`config.mk`:
```
export PLATFORM = sky130hd
export DESIGN_NAME = crc16_scope_frame_builder_unit
export DESIGN_NICKNAME = d
export VERILOG_FILES = /design/src/design/csfb_pkg.sv /design/src/design/csfb_front.sv /design/src/design/csfb_queue.sv /design/src/design/csfb_back.sv /design/src/design/crc16_scope_frame_builder_unit.sv
export SDC_FILE = /design/constraint.sdc
export NUM_CORES = 1
export LEC_CHECK = 0
export ABC_AREA = 1
export ABC_CLOCK_PERIOD_IN_PS = 2300
export BUFFER_PORTS_ARGS = -buffer_cell sky130_fd_sc_hd__buf_2
export CELL_PAD_IN_SITES_DETAIL_PLACEMENT = 2
export CELL_PAD_IN_SITES_GLOBAL_PLACEMENT = 2
export CORE_UTILIZATION = 36
export DETAILED_ROUTE_END_ITERATION = 6
export PLACE_DENSITY_LB_ADDON = 0.1
export SYNTH_ARGS = -nofsm -noshare
export SYNTH_HDL_FRONTEND = slang
export SYNTH_HIERARCHICAL = 1
export SYNTH_SLANG_ARGS = --single-unit
```
`constraint.sdc`:
```
create_clock -name clk -period 2.3 [get_ports clk]
set_clock_uncertainty 0.2 [all_clocks]
set_input_delay 0.345 -clock clk [delete_from_list [all_inputs] [get_ports clk]]
set_output_delay 0.345 -clock clk [all_outputs]
set_load 0.05 [all_outputs]
```
`src/design/csfb_pkg.sv`:
```
// ----------------------------------------------------------------------------
// csfb_pkg - shared types and constants for the scope frame builder
// Frame geometry, CRC constants, the queue entry and the back-end phases.
// ----------------------------------------------------------------------------
`default_nettype none

package csfb_pkg;

  // Frame geometry
  localparam int PAYLOAD_BYTES = 8;
  localparam int POS_W         = (PAYLOAD_BYTES > 1) ? $clog2(PAYLOAD_BYTES) : 1;
  localparam int SPAN_W        = 4;
  localparam int CMP_W         = (POS_W > SPAN_W) ? POS_W : SPAN_W;

  // Reflected CRC-16, Modbus flavour
  localparam logic [15:0] CRC_INIT = 16'hFFFF;
  localparam logic [15:0] CRC_POLY = 16'hA001;
  localparam logic [SPAN_W-1:0] SPAN_RESET = 4'd8;

  // Queue between front and back
  localparam int Q_DEPTH = 4;
  localparam int Q_PTR_W = $clog2(Q_DEPTH);
  localparam int Q_CNT_W = Q_PTR_W + 1;

  typedef struct packed {
    logic [7:0]  data;
    logic        last;
    logic [15:0] crc;
  } q_entry_t;

  typedef struct packed {
    logic full;
    logic empty;
  } q_stat_t;

  typedef enum logic [1:0] {
    PH_DATA,
    PH_CRC_LO,
    PH_CRC_HI
  } phase_t;

  // Fold one byte into the CRC, LSB first
  function automatic logic [15:0] crc_fold(input logic [15:0] crc_in, input logic [7:0] b);
    logic [15:0] c;
    c = crc_in ^ {8'h00, b};
    for (int k = 0; k < 8; k++) begin
      if (c[0]) c = (c >> 1) ^ CRC_POLY;
      else      c = c >> 1;
    end
    return c;
  endfunction

endpackage

`default_nettype wire

```
`src/design/csfb_front.sv`:
```
// ----------------------------------------------------------------------------
// csfb_front - byte intake and CRC accumulation
// Takes payload bytes, folds the covered ones into the CRC, tags the last
// byte of the frame and pushes an entry into the queue.
// ----------------------------------------------------------------------------
`default_nettype none

module csfb_front (
  input  wire logic               clk,
  input  wire logic               rst,
  input  wire logic [7:0]         data_byte,
  input  wire logic               in_valid,
  output logic                    in_ready,
  input  wire logic [csfb_pkg::SPAN_W-1:0] span,
  input  wire csfb_pkg::q_stat_t  q_stat,
  output logic                    push,
  output csfb_pkg::q_entry_t      push_entry
);
  import csfb_pkg::*;

  logic [15:0]      crc;
  logic [15:0]      crc_next;
  logic [POS_W-1:0] pos;
  logic [POS_W-1:0] pos_next;
  logic             covered;
  logic             last;

  // Accept whenever the queue has room
  assign in_ready = !q_stat.full;
  assign push     = in_valid && in_ready;

  // Classify the byte
  assign covered = CMP_W'(pos) < CMP_W'(span);
  assign last    = pos == POS_W'(PAYLOAD_BYTES - 1);

  always_comb begin
    crc_next = covered ? crc_fold(crc, data_byte) : crc;
    pos_next = last ? '0 : pos + POS_W'(1);
  end

  assign push_entry.data = data_byte;
  assign push_entry.last = last;
  assign push_entry.crc  = crc_next;

  // Advance CRC and position; restart after the last byte
  always_ff @(posedge clk) begin
    if (rst) begin
      crc <= CRC_INIT;
      pos <= '0;
    end else if (push) begin
      crc <= last ? CRC_INIT : crc_next;
      pos <= pos_next;
    end
  end

endmodule

`default_nettype wire

```
`src/design/csfb_queue.sv`:
```
// ----------------------------------------------------------------------------
// csfb_queue - short queue between front and back
// Small first-in first-out store of classified bytes.
// ----------------------------------------------------------------------------
`default_nettype none

module csfb_queue (
  input  wire logic               clk,
  input  wire logic               rst,
  input  wire logic               push,
  input  wire csfb_pkg::q_entry_t push_entry,
  input  wire logic               pop,
  output csfb_pkg::q_entry_t      head,
  output csfb_pkg::q_stat_t       q_stat
);
  import csfb_pkg::*;

  q_entry_t           slots [Q_DEPTH];
  logic [Q_PTR_W-1:0] wr_ptr;
  logic [Q_PTR_W-1:0] rd_ptr;
  logic [Q_CNT_W-1:0] count;

  assign q_stat.full  = count == Q_CNT_W'(Q_DEPTH);
  assign q_stat.empty = count == '0;
  assign head         = slots[rd_ptr];

  // Store the entry
  always_ff @(posedge clk) begin
    if (push) begin
      slots[wr_ptr] <= push_entry;
    end
  end

  // Advance pointers and fill count
  always_ff @(posedge clk) begin
    if (rst) begin
      wr_ptr <= '0;
      rd_ptr <= '0;
      count  <= '0;
    end else begin
      if (push) wr_ptr <= wr_ptr + Q_PTR_W'(1);
      if (pop)  rd_ptr <= rd_ptr + Q_PTR_W'(1);
      count <= count + Q_CNT_W'(push) - Q_CNT_W'(pop);
    end
  end

  a_no_overflow: assert property (@(posedge clk) disable iff (rst)
    push |-> (!q_stat.full || pop))
    else $error("queue push while full");

  a_no_underflow: assert property (@(posedge clk) disable iff (rst)
    pop |-> !q_stat.empty)
    else $error("queue pop while empty");

  a_count_bound: assert property (@(posedge clk) disable iff (rst)
    count <= Q_CNT_W'(Q_DEPTH))
    else $error("queue count above depth");

endmodule

`default_nettype wire

```
`src/design/csfb_back.sv`:
```
// ----------------------------------------------------------------------------
// csfb_back - frame byte sequencer
// Emits each queued byte; after the last payload byte also emits the CRC
// low and high bytes, marking the high byte as end of frame.
// ----------------------------------------------------------------------------
`default_nettype none

module csfb_back (
  input  wire logic               clk,
  input  wire logic               rst,
  input  wire csfb_pkg::q_entry_t head,
  input  wire csfb_pkg::q_stat_t  q_stat,
  output logic                    pop,
  output logic [7:0]              out_byte,
  output logic                    frame_end,
  output logic                    out_valid,
  input  wire logic               out_ready
);
  import csfb_pkg::*;

  phase_t     state;
  phase_t     state_next;
  logic       load;
  logic       take;
  logic [7:0] byte_next;
  logic       end_next;

  // Output register frees when empty or drained
  assign load = !out_valid || out_ready;
  assign take = load && !q_stat.empty;

  // Next phase, beat contents and queue pop
  always_comb begin
    state_next = state;
    byte_next  = head.data;
    end_next   = 1'b0;
    pop        = 1'b0;
    case (state)
      PH_DATA: begin
        byte_next = head.data;
        if (take) begin
          if (head.last) state_next = PH_CRC_LO;
          else           pop = 1'b1;
        end
      end
      PH_CRC_LO: begin
        byte_next = head.crc[7:0];
        if (take) state_next = PH_CRC_HI;
      end
      PH_CRC_HI: begin
        byte_next = head.crc[15:8];
        end_next  = 1'b1;
        if (take) begin
          state_next = PH_DATA;
          pop        = 1'b1;
        end
      end
      default: begin
        state_next = PH_DATA;
      end
    endcase
  end

  always_ff @(posedge clk) begin
    if (rst) begin
      state <= PH_DATA;
    end else begin
      state <= state_next;
    end
  end

  // Hold or reload the output beat
  always_ff @(posedge clk) begin
    if (rst) begin
      out_valid <= 1'b0;
    end else if (load) begin
      out_valid <= !q_stat.empty;
    end
  end

  always_ff @(posedge clk) begin
    if (take) begin
      out_byte  <= byte_next;
      frame_end <= end_next;
    end
  end

  a_pop_on_entry_end: assert property (@(posedge clk) disable iff (rst)
    pop |-> ((state == PH_DATA && !head.last) || state == PH_CRC_HI))
    else $error("entry popped before all its beats were sent");

  a_crc_entry_held: assert property (@(posedge clk) disable iff (rst)
    (state != PH_DATA) |-> !q_stat.empty)
    else $error("CRC phase without a queued entry");

  a_end_after_hi: assert property (@(posedge clk) disable iff (rst)
    (take && state == PH_CRC_HI) |=> (out_valid && frame_end && state == PH_DATA))
    else $error("frame end beat not presented after CRC high");

endmodule

`default_nettype wire

```
`src/design/crc16_scope_frame_builder_unit.sv`:
```
// ----------------------------------------------------------------------------
// crc16_scope_frame_builder_unit - scope frame builder with CRC-16 trailer
// Passes payload bytes through and appends a Modbus CRC-16 after each frame.
// ----------------------------------------------------------------------------
// Usage:
//   Input channel (data_byte, in_valid, in_ready) takes one payload byte per
//   beat. Output channel (out_byte, frame_end, out_valid, out_ready) gives
//   every payload byte, and after the eighth byte of a frame the CRC low and
//   the CRC high byte, the latter with frame_end set.
//   Config channel (crc_span, cfg_valid, cfg_ready) sets how many leading
//   payload bytes the CRC covers; cfg_ready is always high.
//   Path: an accepted byte is written into the queue, then loaded into the
//   output register. The input takes one byte per cycle while the four-entry
//   queue has room; the output sends one beat per cycle while the receiver is
//   ready and the queue holds an entry, so a frame of 8 bytes leaves as 10
//   output beats: the sustained rate is 8 input bytes per 10 output beats.
//   Reset: CRC returns to 0xFFFF, byte position to zero, span to 8, queue
//   and output register empty.
//   Output stall: the output beat holds; the queue fills and then in_ready
//   drops until the receiver takes beats again.
// ----------------------------------------------------------------------------
`default_nettype none

module crc16_scope_frame_builder_unit (
  input  wire logic                        clk,
  input  wire logic                        rst,
  input  wire logic [7:0]                  data_byte,
  input  wire logic                        in_valid,
  output logic                             in_ready,
  output logic [7:0]                       out_byte,
  output logic                             frame_end,
  output logic                             out_valid,
  input  wire logic                        out_ready,
  input  wire logic [csfb_pkg::SPAN_W-1:0] crc_span,
  input  wire logic                        cfg_valid,
  output logic                             cfg_ready
);
  import csfb_pkg::*;

  logic [SPAN_W-1:0] span;
  logic              push;
  logic              pop;
  q_entry_t          push_entry;
  q_entry_t          head;
  q_stat_t           q_stat;

  // Span register
  assign cfg_ready = 1'b1;

  always_ff @(posedge clk) begin
    if (rst) begin
      span <= SPAN_RESET;
    end else if (cfg_valid && cfg_ready) begin
      span <= crc_span;
    end
  end

  csfb_front u_front (
    .clk        (clk),
    .rst        (rst),
    .data_byte  (data_byte),
    .in_valid   (in_valid),
    .in_ready   (in_ready),
    .span       (span),
    .q_stat     (q_stat),
    .push       (push),
    .push_entry (push_entry)
  );

  csfb_queue u_queue (
    .clk        (clk),
    .rst        (rst),
    .push       (push),
    .push_entry (push_entry),
    .pop        (pop),
    .head       (head),
    .q_stat     (q_stat)
  );

  csfb_back u_back (
    .clk        (clk),
    .rst        (rst),
    .head       (head),
    .q_stat     (q_stat),
    .pop        (pop),
    .out_byte   (out_byte),
    .frame_end  (frame_end),
    .out_valid  (out_valid),
    .out_ready  (out_ready)
  );

endmodule

`default_nettype wire

```
==> Word-level counts from Yosys, hierarchy flattened <==
Memory sizes are Yosys's and may differ from the RTL's. A register that Yosys moved wholly into a read port is not among the register bits.
Cells that the tools add are included.
{ "op_classes": {"addsub": 5, "eq_ne": 8, "reduce_logical": 9, "order_cmp": 1, "muxes": 26, "n_bitwise": 9} }
{ "op_table": {"columns": ["cell", "count"], "rows": [
  ["16-bit 2-to-1 mux", 10],
  ["2-bit inverter with 3-bit output", 8],
  ["8-bit one-hot mux with 2 select lines", 1],
  ["16-bit by 8-bit bitwise XOR with 16-bit output", 1],
  ["2-bit 2-to-1 mux", 6],
  ["3-bit == test (second input constant)", 2],
  ["1-bit 2-to-1 mux", 6],
  ["2-bit by 1-bit inequality test with 1-bit output (second input constant)", 3],
  ["2-bit one-hot mux with 3 select lines", 1],
  ["2-bit by 1-bit adder with 2-bit output (second input constant)", 2],
  ["3-bit by 4-bit less-than comparator with 1-bit output", 1],
  ["4-bit AND reduction", 1],
  ["3-bit by 1-bit adder with 3-bit output", 1],
  ["3-bit by 1-bit adder with 3-bit output (second input constant)", 1],
  ["1-bit zero test", 3],
  ["3-bit zero test", 1],
  ["3-bit 2-to-1 mux", 1],
  ["3-bit by 1-bit subtractor with 3-bit output", 1],
  ["2-bit by 1-bit == test with 1-bit output (second input constant)", 1],
  ["2-bit == test (second input constant)", 1],
  ["1-bit logical AND", 2],
  ["2-bit zero test", 1],
  ["2-bit inequality test (second input constant)", 1],
  ["1-bit one-hot mux with 2 select lines", 1],
  ["1-bit logical OR", 1]
]} }
{ "word_totals": {"ramBits": 100, "in_bits": 17, "out_inout_bits": 12, "word_cells": 69, "ff_bits": 42, "memories": 1} }
{ "memory_table": {"columns": ["memory", "depth", "width", "rd", "rd_clocked_by_memory_dff", "write_ports", "line", "rtl"], "rows": [
  ["u_queue.slots", 4, 25, 1, 1, 1, "csfb_queue.sv:18", "q_entry_t slots [Q_DEPTH];"]
]} }

==> Logic depth before layout (Yosys ltp) <==
Gate-level depths: netlist (run 1).
{ "depth": {"ltp_word": 19, "mapped_depth": 19, "depth_no_buf": 19} }

==> Hierarchy <==
Netlist (run 1), hierarchy kept.
{ "modules_own_cells": {"columns": ["mod", "seq_area_each_um2", "instances", "cells_each", "area_each_um2"], "rows": [
  ["csfb_queue", 3183.1, 1, 349, 4420.5],
  ["csfb_front", 380.4, 1, 213, 1436.4],
  ["csfb_back", 330.3, 1, 75, 693.2],
  ["crc16_scope_frame_builder_unit", 80.1, 1, 27, 186.4]
]} }

==> Worst setup path after synthesis (run 1) <==
Ideal clock, no wire load.
{ "synth_timing": {"path_kind": "register -> register", "from": "reg u_back.out_valid", "to": "reg u_queue.count[2]", "stages_incl_launch_ff": 11, "setup_time_ns": 0.115, "synth_period_minus_slack_ns": 2.625, "t_required_ns": 1.985, "slack_ns": -0.325, "t_arrival_ns": 2.310, "path_buffers": 0, "path_cell_list": "dfxtp_1 -> a21oi_2 -> a21boi_0 -> ha_1 -> inv_1 -> ha_1 -> fa_1 -> inv_1 -> nand3_1 -> nand2_1 -> nor2_1"} }
{ "synth_via": {"elab_chain_cells": 6} }
{ "synth_lines": {"columns": ["item", "line", "rtl"], "rows": [
  ["start, declared", "csfb_back.sv:16", "output logic out_valid,"],
  ["start signal, assigned", "csfb_back.sv:77", "out_valid <= !q_stat.empty;"],
  ["1-bit zero test (*)", "csfb_back.sv:29", "assign load = !out_valid || out_ready;"],
  ["1-bit logical OR (*)", "csfb_back.sv:29", null],
  ["1-bit logical AND (*)", "csfb_back.sv:30", "assign take = load && !q_stat.empty;"],
  ["net u_back.take", "csfb_back.sv:24", "logic take;"],
  ["1-bit 2-to-1 mux (on tied branches)", "csfb_back.sv:53, csfb_back.sv:41", null],
  ["1-bit one-hot mux with 2 select lines (*)", "csfb_back.sv:38", "case (state)"],
  ["net pop", "crc16_scope_frame_builder_unit.sv:42", "logic pop;"],
  ["3-bit by 1-bit subtractor with 3-bit output (*)", "csfb_queue.sv:43", "count <= count + Q_CNT_W'(push) - Q_CNT_W'(pop);"],
  ["end signal, assigned", "csfb_queue.sv:43", null],
  ["end, declared", "csfb_queue.sv:21", "logic [Q_CNT_W-1:0] count;"]
]} }
The timed path passes the listed nets; every way through them passes the cells marked *.
A chain may end at the register's enable or synchronous reset.

==> results of run 1 <==
-- critical path, delay by kind of cell (launching register included) --
family                     cells  cell delay [ns]
adders and majority gates      3             0.85
DFF                            1             0.38
buffers and inverters          4             0.31
AOI/OAI and AO/OA              3             0.26
and+or+nand+nor                3             0.20
-- routing by layer --
metal / vias to the layer above / global-route usage [%]
li1: 2297 / -
met1: 2450 / 24.7
met2: 63 / 35.4
met3: 21 / 3.73
met4: 0 / 7.72
met5: - / 0
-- layout make-up --
class | count | area (um^2)
timing repair buffer | 66 | 500
fill | 1923 | 10100
sequential | 144 | 3990
tap | 229 | 287
clock inverter | 10 | 93.8
clock buffer | 22 | 529
inverter | 107 | 419
multi-input combinational | 375 | 2200
-- power breakdown --
part	total, mW	internal, mW	switching, mW
clock	2.87	1.75	1.12
sequential	3.72	3.49	0.221
combinational	3.92	1.29	2.63
total	10.5	6.53	3.97
-- flip-flops by register name, summed over array words and instances (netlist names), 2 cells and up, named ones only --
signal,flops
u_front/pos,3
u_queue/slots,100
u_queue/count,3
u_front/crc,16
u_back/state,2
u_queue/wr_ptr,2
u_back/out_byte,8
u_queue/rd_ptr,2
span,4
-- cells in the mapped netlist --
library cell / instances / area, um^2
nor3_1: 1 / 5.00
nor2_2: 1 / 6.26
ha_1: 14 / 175
buf_6: 12 / 135
a21boi_0: 1 / 7.51
fa_1: 1 / 20.0
edfxtp_1: 109 / 3270
a21boi_1: 1 / 7.51
o21ai_0: 16 / 80.1
xnor3_1: 1 / 22.5
buf_2: 9 / 45.0
inv_1: 102 / 383
buf_4: 13 / 97.6
nand3_2: 9 / 90.1
conb_1: 1 / 3.75
xnor2_1: 1 / 8.76
o21ai_2: 1 / 8.76
a21oi_1: 33 / 165
o211ai_1: 29 / 218
clkbuf_1: 4 / 15.0
o22ai_1: 12 / 75.1
nor2_4: 2 / 22.5
o31ai_1: 1 / 7.51
nand2_2: 14 / 87.6
nor2_1: 32 / 120
dfxtp_1: 35 / 701
xor2_1: 3 / 26.3
a211oi_1: 1 / 7.51
inv_2: 5 / 18.8
a21oi_2: 7 / 61.3
nand3_1: 8 / 40.0
nand2_1: 143 / 537
a31oi_1: 8 / 50.1
xor2_4: 1 / 27.5
o21ai_1: 32 / 160
xnor2_4: 1 / 27.5
-- cells by family (layout without fill, tap and decap cells) --
group                      count (synthesis)  after routing  synth area share, %
DFF                                      144            144                 59.0
and+or+nand+nor                          210            210                 13.5
other                                      1              1               0.0557
xor gates and xnor gates                   7              7                 1.67
adders and majority gates                 15             15                 2.90
AOI/OAI and AO/OA                        142            142                 12.6
buffers and inverters                    145            205                 10.3
-- worst min-delay path by stage --
stage / endpoint / slack [ns] / depth (start not counted)
6_report: u_queue/slots[3][19] / 0.02 / 1
5_1_grt: u_queue/slots[0][19] / 0.002 / 1
4_1_cts: u_queue/slots[3][19] / 0.002 / 1
3_5_place_dp: flip-flop / 0.26 / 2
3_3_place_gp: span[3] / 0.25 / 2
2_1_floorplan: u_back/out_valid / 0.21 / 1
-- stage by stage --
stage	setup slack (ns)	hold WS [ns]	instance area, um^2
final	0.000456	0.0161	8020
after floorplan	-0.0477	0.207	6760
after global placement	-0.0141	0.248	7180
after global routing	-0.112	0.00212	8020
after CTS	-0.0281	0.00163	7890
after detailed placement	-0.0911	0.258	7180
-- timing repair --
item | in CTS | in global routing
endpoints found under the setup margin | 21 | 27
pin swaps | 2 | 5
resized for setup | 12 | 31
buffers inserted | 3 | 1
hold buffers | 4 | 0
hold endpoints to repair | 6 | 0
==> key figures, run 1 <==
STA
  – Fin crit period: 2.30 ns
  – Period utilisation layout: 100%
  – Max Slew Vio Count: 0
  – Slew headroom: 61.8%
  – RSZ-0062 raised after global routing: true
  – Setup_tns: 0 ns
  – Measured slew at the worst slew-check pin: 0.572 ns
  – Final setup vio count: 0
  – Fmax achieved: 435 MHz
  – Fin. Hold Viols: 0

Finish
  – Commonest cells after routing, fill and taps aside: nand2_1 (138), edfxtp_1 (109), inv_1 (95), a21oi_1 (33), o21ai_1 (31)
  – Diode count: 0
  – Share of layout cells above drive strength 1: 23.6%
  – Nets@finish: 743
  – Commonest non-fill, non-tap cell in the layout: nand2_1
  – Core Util, Final: 44.2%
  – Fin cells: 953
  – Area Overhead vs Synth: 19.0%

Die
  – Die width: 139 um
  – Core area: 0.0181 mm^2
  – Initial Util: 37.1%
  – Total I/O pin count: 29
  – Row cnt: 49
  – Die area: 0.0193 mm^2
  – Die Height: 139 um

Routing
  – Post-route ant nets: 0
  – Wire per inst: 19.2 um
  – DRC errors left: 2
  – Met3 wire length: 515 um
  – DR vias/cell: 5.07
  – 1st-pass router iterations: 7
  – Post-Route WL: 18,300 um
  – Vias: 4,831
  – 1st-iter DRT viols: 156
  – Highest routed layer: met4
  – WL met2: 9370 um
  – Met1 wire length: 8160 um

Global route
  – Largest net degree at the start of global routing: 53
  – First-pass GRT wire length: 29,200 um
  – Initial antenna violation count: 0
  – Tot GR Track Use: 20.2%
  – Number of global-route vias before repair: 5,395
  – Total gr overflow: 0

Status
  – Status: finished, violations left
  – Violated checks: design-rule violations

Clock network
  – CTS root buffer: clkbuf_16
  – CTS tree: built
  – CTS buffer count: 17
  – Worst-path clk slew: 0.06 ns
  – CTS HTree Levels: 4
  – Max clock buf depth: 2
  – Skew-Pair Late Insertion Delay: 0.43 ns
  – Clock sinks: 144

Placed design
  – Port Buffers: 27
  – Detailed Place HPWL: 11,800 um
  – Final Wtd Congestion: 0.738
  – Placed cell count: 913

Critical path
  – Worst Setup End Kind: flip-flop
  – WS Path Type: flip-flop to flip-flop
  – Worst reg-to-reg setup slack: 0.0005 ns
  – Critical Path End: u_queue/count[1]
  – Critical Path Fanout Max: 2
  – R2R depth: 13
  – RR Endpoint: u_queue/count[1]
  – Slowest cell on crit path: fa_2
  – Worst path cell trace: inv_1 -> a21oi_2 -> o21ai_1 -> nand2_1 -> inv_1 -> nand2_2 -> a21boi_4 -> ha_1 -> inv_1 -> ha_2 -> fa_2 -> inv_2 -> nor2_2
  – Crit path from: u_queue/slots[1][16]
  – R2r startpoint: u_queue/slots[1][16]
  – CP startpoint kind: flip-flop
  – Worst endpoint data arrival time: 2.42 ns
  – Critical path required time: 2.42 ns
  – Most Frequent Cell on Critical Path: inv_1
  – Largest stage delay, worst path: 0.43 ns

Logic synthesis
  – Mapped Cells: 664
  – Synth Area per Inst: 10.1 um^2
  – Synth Warn #: 6
  – Seq/Total Area, Yosys: 59.0%
  – Mapped cell area: 0.00674 mm^2
  – Post-synth cell types: 36
  – Synth Register Bits: 144
  – Synth Net Count: 696

Power
  – P per Cell Area: 1310 mW/mm^2
  – Total power draw: 10.5 mW
  – VDD IR max: 0.503 mV
  – P_leak: 3.26 nW

Min path
  – Hold_sp: data_byte[2]
  – Worst hold path class: input pin to flip-flop

Run
  – Max Cap Viol: 0
(Power assumes the default switching activity.)
==> run 2: changes to the inputs <==
CELL_PAD_IN_SITES_DETAIL_PLACEMENT = 0   (was 2)
CELL_PAD_IN_SITES_GLOBAL_PLACEMENT = 1   (was 2)
CORE_UTILIZATION = 40   (was 36)
==> run 2 against run 1 <==
Against the previous run:
- the flow now finishes without violations
- clock-buffer cell count is 5 lower
- routed wire length is 23% lower
- global-route usage is 2.8 points lower
- maximum frequency hardly changed
- combinational power is 8.2% lower
- critical path type unchanged
==> key figures, run 2 (same netlist as run 1, synthesis figures left out) <==
Status
  – Status: complete, no violations

Critical path
  – Worst Setup End Kind: flip-flop
  – Worst path cell trace: inv_1 -> nand2_1 -> nor2_4 -> a21oi_4 -> a21boi_2 -> ha_1 -> inv_1 -> ha_2 -> fa_2 -> inv_2 -> nor2_1
  – R2R depth: 11
  – Critical Path Fanout Max: 3
  – Slowest cell on crit path: fa_2
  – Most Frequent Cell on Critical Path: inv_1
  – WS Path Type: flip-flop to flip-flop
  – R2r startpoint: u_queue/count[2]
  – Largest stage delay, worst path: 0.57 ns
  – CP startpoint kind: flip-flop
  – Worst reg-to-reg setup slack: 0.002 ns
  – Worst endpoint data arrival time: 2.45 ns
  – RR Endpoint: u_queue/count[1]
  – Critical path required time: 2.46 ns

Routing
  – DRC errors left: 0
  – 1st-iter DRT viols: 339
  – Post-route ant nets: 0
  – Vias: 4,518
  – 1st-pass router iterations: 4
  – Wire per inst: 15.1 um
  – Post-Route WL: 14,100 um
  – DR vias/cell: 4.81

Run
  – Max Cap Viol: 0

Clock network
  – Skew-Pair Late Insertion Delay: 0.42 ns
  – Worst-path clk slew: 0.06 ns
  – CTS buffer count: 17
  – CTS root buffer: clkbuf_16
  – CTS HTree Levels: 4
  – Max clock buf depth: 2
  – CTS tree: built
  – Clock sinks: 144

Placed design
  – Final Wtd Congestion: 0.736
  – Port Buffers: 27
  – Detailed Place HPWL: 9170 um
  – DP Worst Slack: -0.0269 ns

Die
  – Initial Util: 40.8%
  – Row cnt: 47
  – Die area: 0.0174 mm^2
  – Core area: 0.0165 mm^2
  – Total I/O pin count: 29
  – Die Height: 132 um
  – Die width: 132 um

Finish
  – Area occupied by registers: 0.00398 mm^2
  – Commonest cells after routing, fill and taps aside: nand2_1 (142), edfxtp_1 (109), inv_1 (96), a21oi_1 (33), o21ai_1 (33)
  – Largest Register: u_queue/slots
  – Diode count: 0
  – Share of layout cells above drive strength 1: 21.4%
  – Biggest regs: u_queue/slots x100, u_front/crc x16, u_back/out_byte x8
  – Nets@finish: 738
  – Max FFs per register: 100
  – Commonest non-fill, non-tap cell in the layout: nand2_1
  – Area Overhead vs Synth: 17.0%
  – Fillers: 1,555
  – Area occupied by multi-input gates: 0.00214 mm^2

STA
  – Final setup vio count: 0
  – Fin. Hold Viols: 0
  – Fin crit period: 2.30 ns
  – RSZ-0062 raised after global routing: true
  – Setup_tns: 0 ns
  – Max Slew Vio Count: 0
  – Slew headroom: 56.7%
  – Period utilisation layout: 99.9%
  – Fin worst setup slack: 0.00194 ns
  – Fmax achieved: 435 MHz
  – Hold Slack: 0.0191 ns
  – Measured slew at the worst slew-check pin: 0.649 ns

Global route
  – Initial antenna violation count: 0
  – First-pass GRT wire length: 22,600 um
  – Tot GR Track Use: 17.4%
  – Largest net degree at the start of global routing: 97
  – Number of global-route vias before repair: 4,180
  – Total gr overflow: 0

Power
  – VDD IR max: 0.584 mV
  – P per Cell Area: 1270 mW/mm^2
  – P_leak: 3.21 nW

Min path
  – Worst hold path class: input pin to flip-flop
  – Hold Path Depth: 5
  – Min-Delay Endpoint: span[0]
  – Hold_sp: crc_span[0]
## run 2: worst max-delay path: cells and delay by family (launching register included)
kind	cells	cell delay, ns
compound gates	2	0.20
fa+ha+maj	3	1.04
buf+inv	3	0.14
flops	1	0.31
simple gates	3	0.34
## run 2: routing by layer
metal  vias to the layer above  routed length, um  GRT usage, %  part of all wire [%]
li1                       2293                  -             -                     -
met1                      2144               7210          25.0                    51
met2                        66               6300          25.9                    45
met3                        15                415          3.46                   2.9
met4                         0                206          6.59                   1.5
met5                         -                  0             0                     0
## run 2: how the worst max path moves through the flow
stage | to | cells past startpoint | slack [ns] | start
after floorplan | u_queue/count[2] | 13 | -0.05 | u_queue/count[1]
after global placement | u_queue/slots[3][5] | 7 | 0.005 | span[1]
after detailed placement | u_queue/slots[1][9] | 8 | -0.03 | span[1]
after CTS | u_front/crc[11] | 11 | 0.02 | span[1]
after global routing | u_queue/count[1] | 13 | -0.11 | u_queue/slots[3][16]
final | u_queue/count[1] | 11 | 0.002 | u_queue/count[2]
## run 2: per-stage QoR
| step | instances | total power, mW | area (um^2) | utilization [%] |
|---|---|---|---|---|
| finish | 939 | 10.0 | 7880 | 47.7 |
| global route | 939 | 10.7 | 7880 | 47.7 |
| CTS | 937 | 9.98 | 7790 | 47.2 |
| detailed placement | 902 | 7.21 | 7160 | 43.4 |
| global placement | 902 | 7.14 | 7160 | 43.4 |
| floorplan | 664 | 6.31 | 6760 | - |
## run 2: what timing repair did
action,4_1_cts,5_1_grt
hold endpoints to repair,9,0
buffers inserted,0,2
pin swaps,0,5
resized for setup,3,25
endpoints found under the setup margin,12,59
hold buffers,3,0
## run 2: layout make-up
class                           instances  share of cell area (%)
Clock buffer                           17                    5.40
Clock inverter                         15                    2.16
Inverter                              107                    5.35
Multi-Input combinational cell        375                    27.1
Sequential cell                       144                    50.5
Tap cell                              220                    3.49
Timing Repair Buffer                   61                    6.00
## run 2: report_power, final
| group | leakage (nW) | internal [mW] | switching, mW |
|---|---|---|---|
| registers | 1.29 | 3.49 | 0.191 |
| logic | 1.63 | 1.22 | 2.38 |
| clock network | 0.284 | 1.69 | 1.06 |
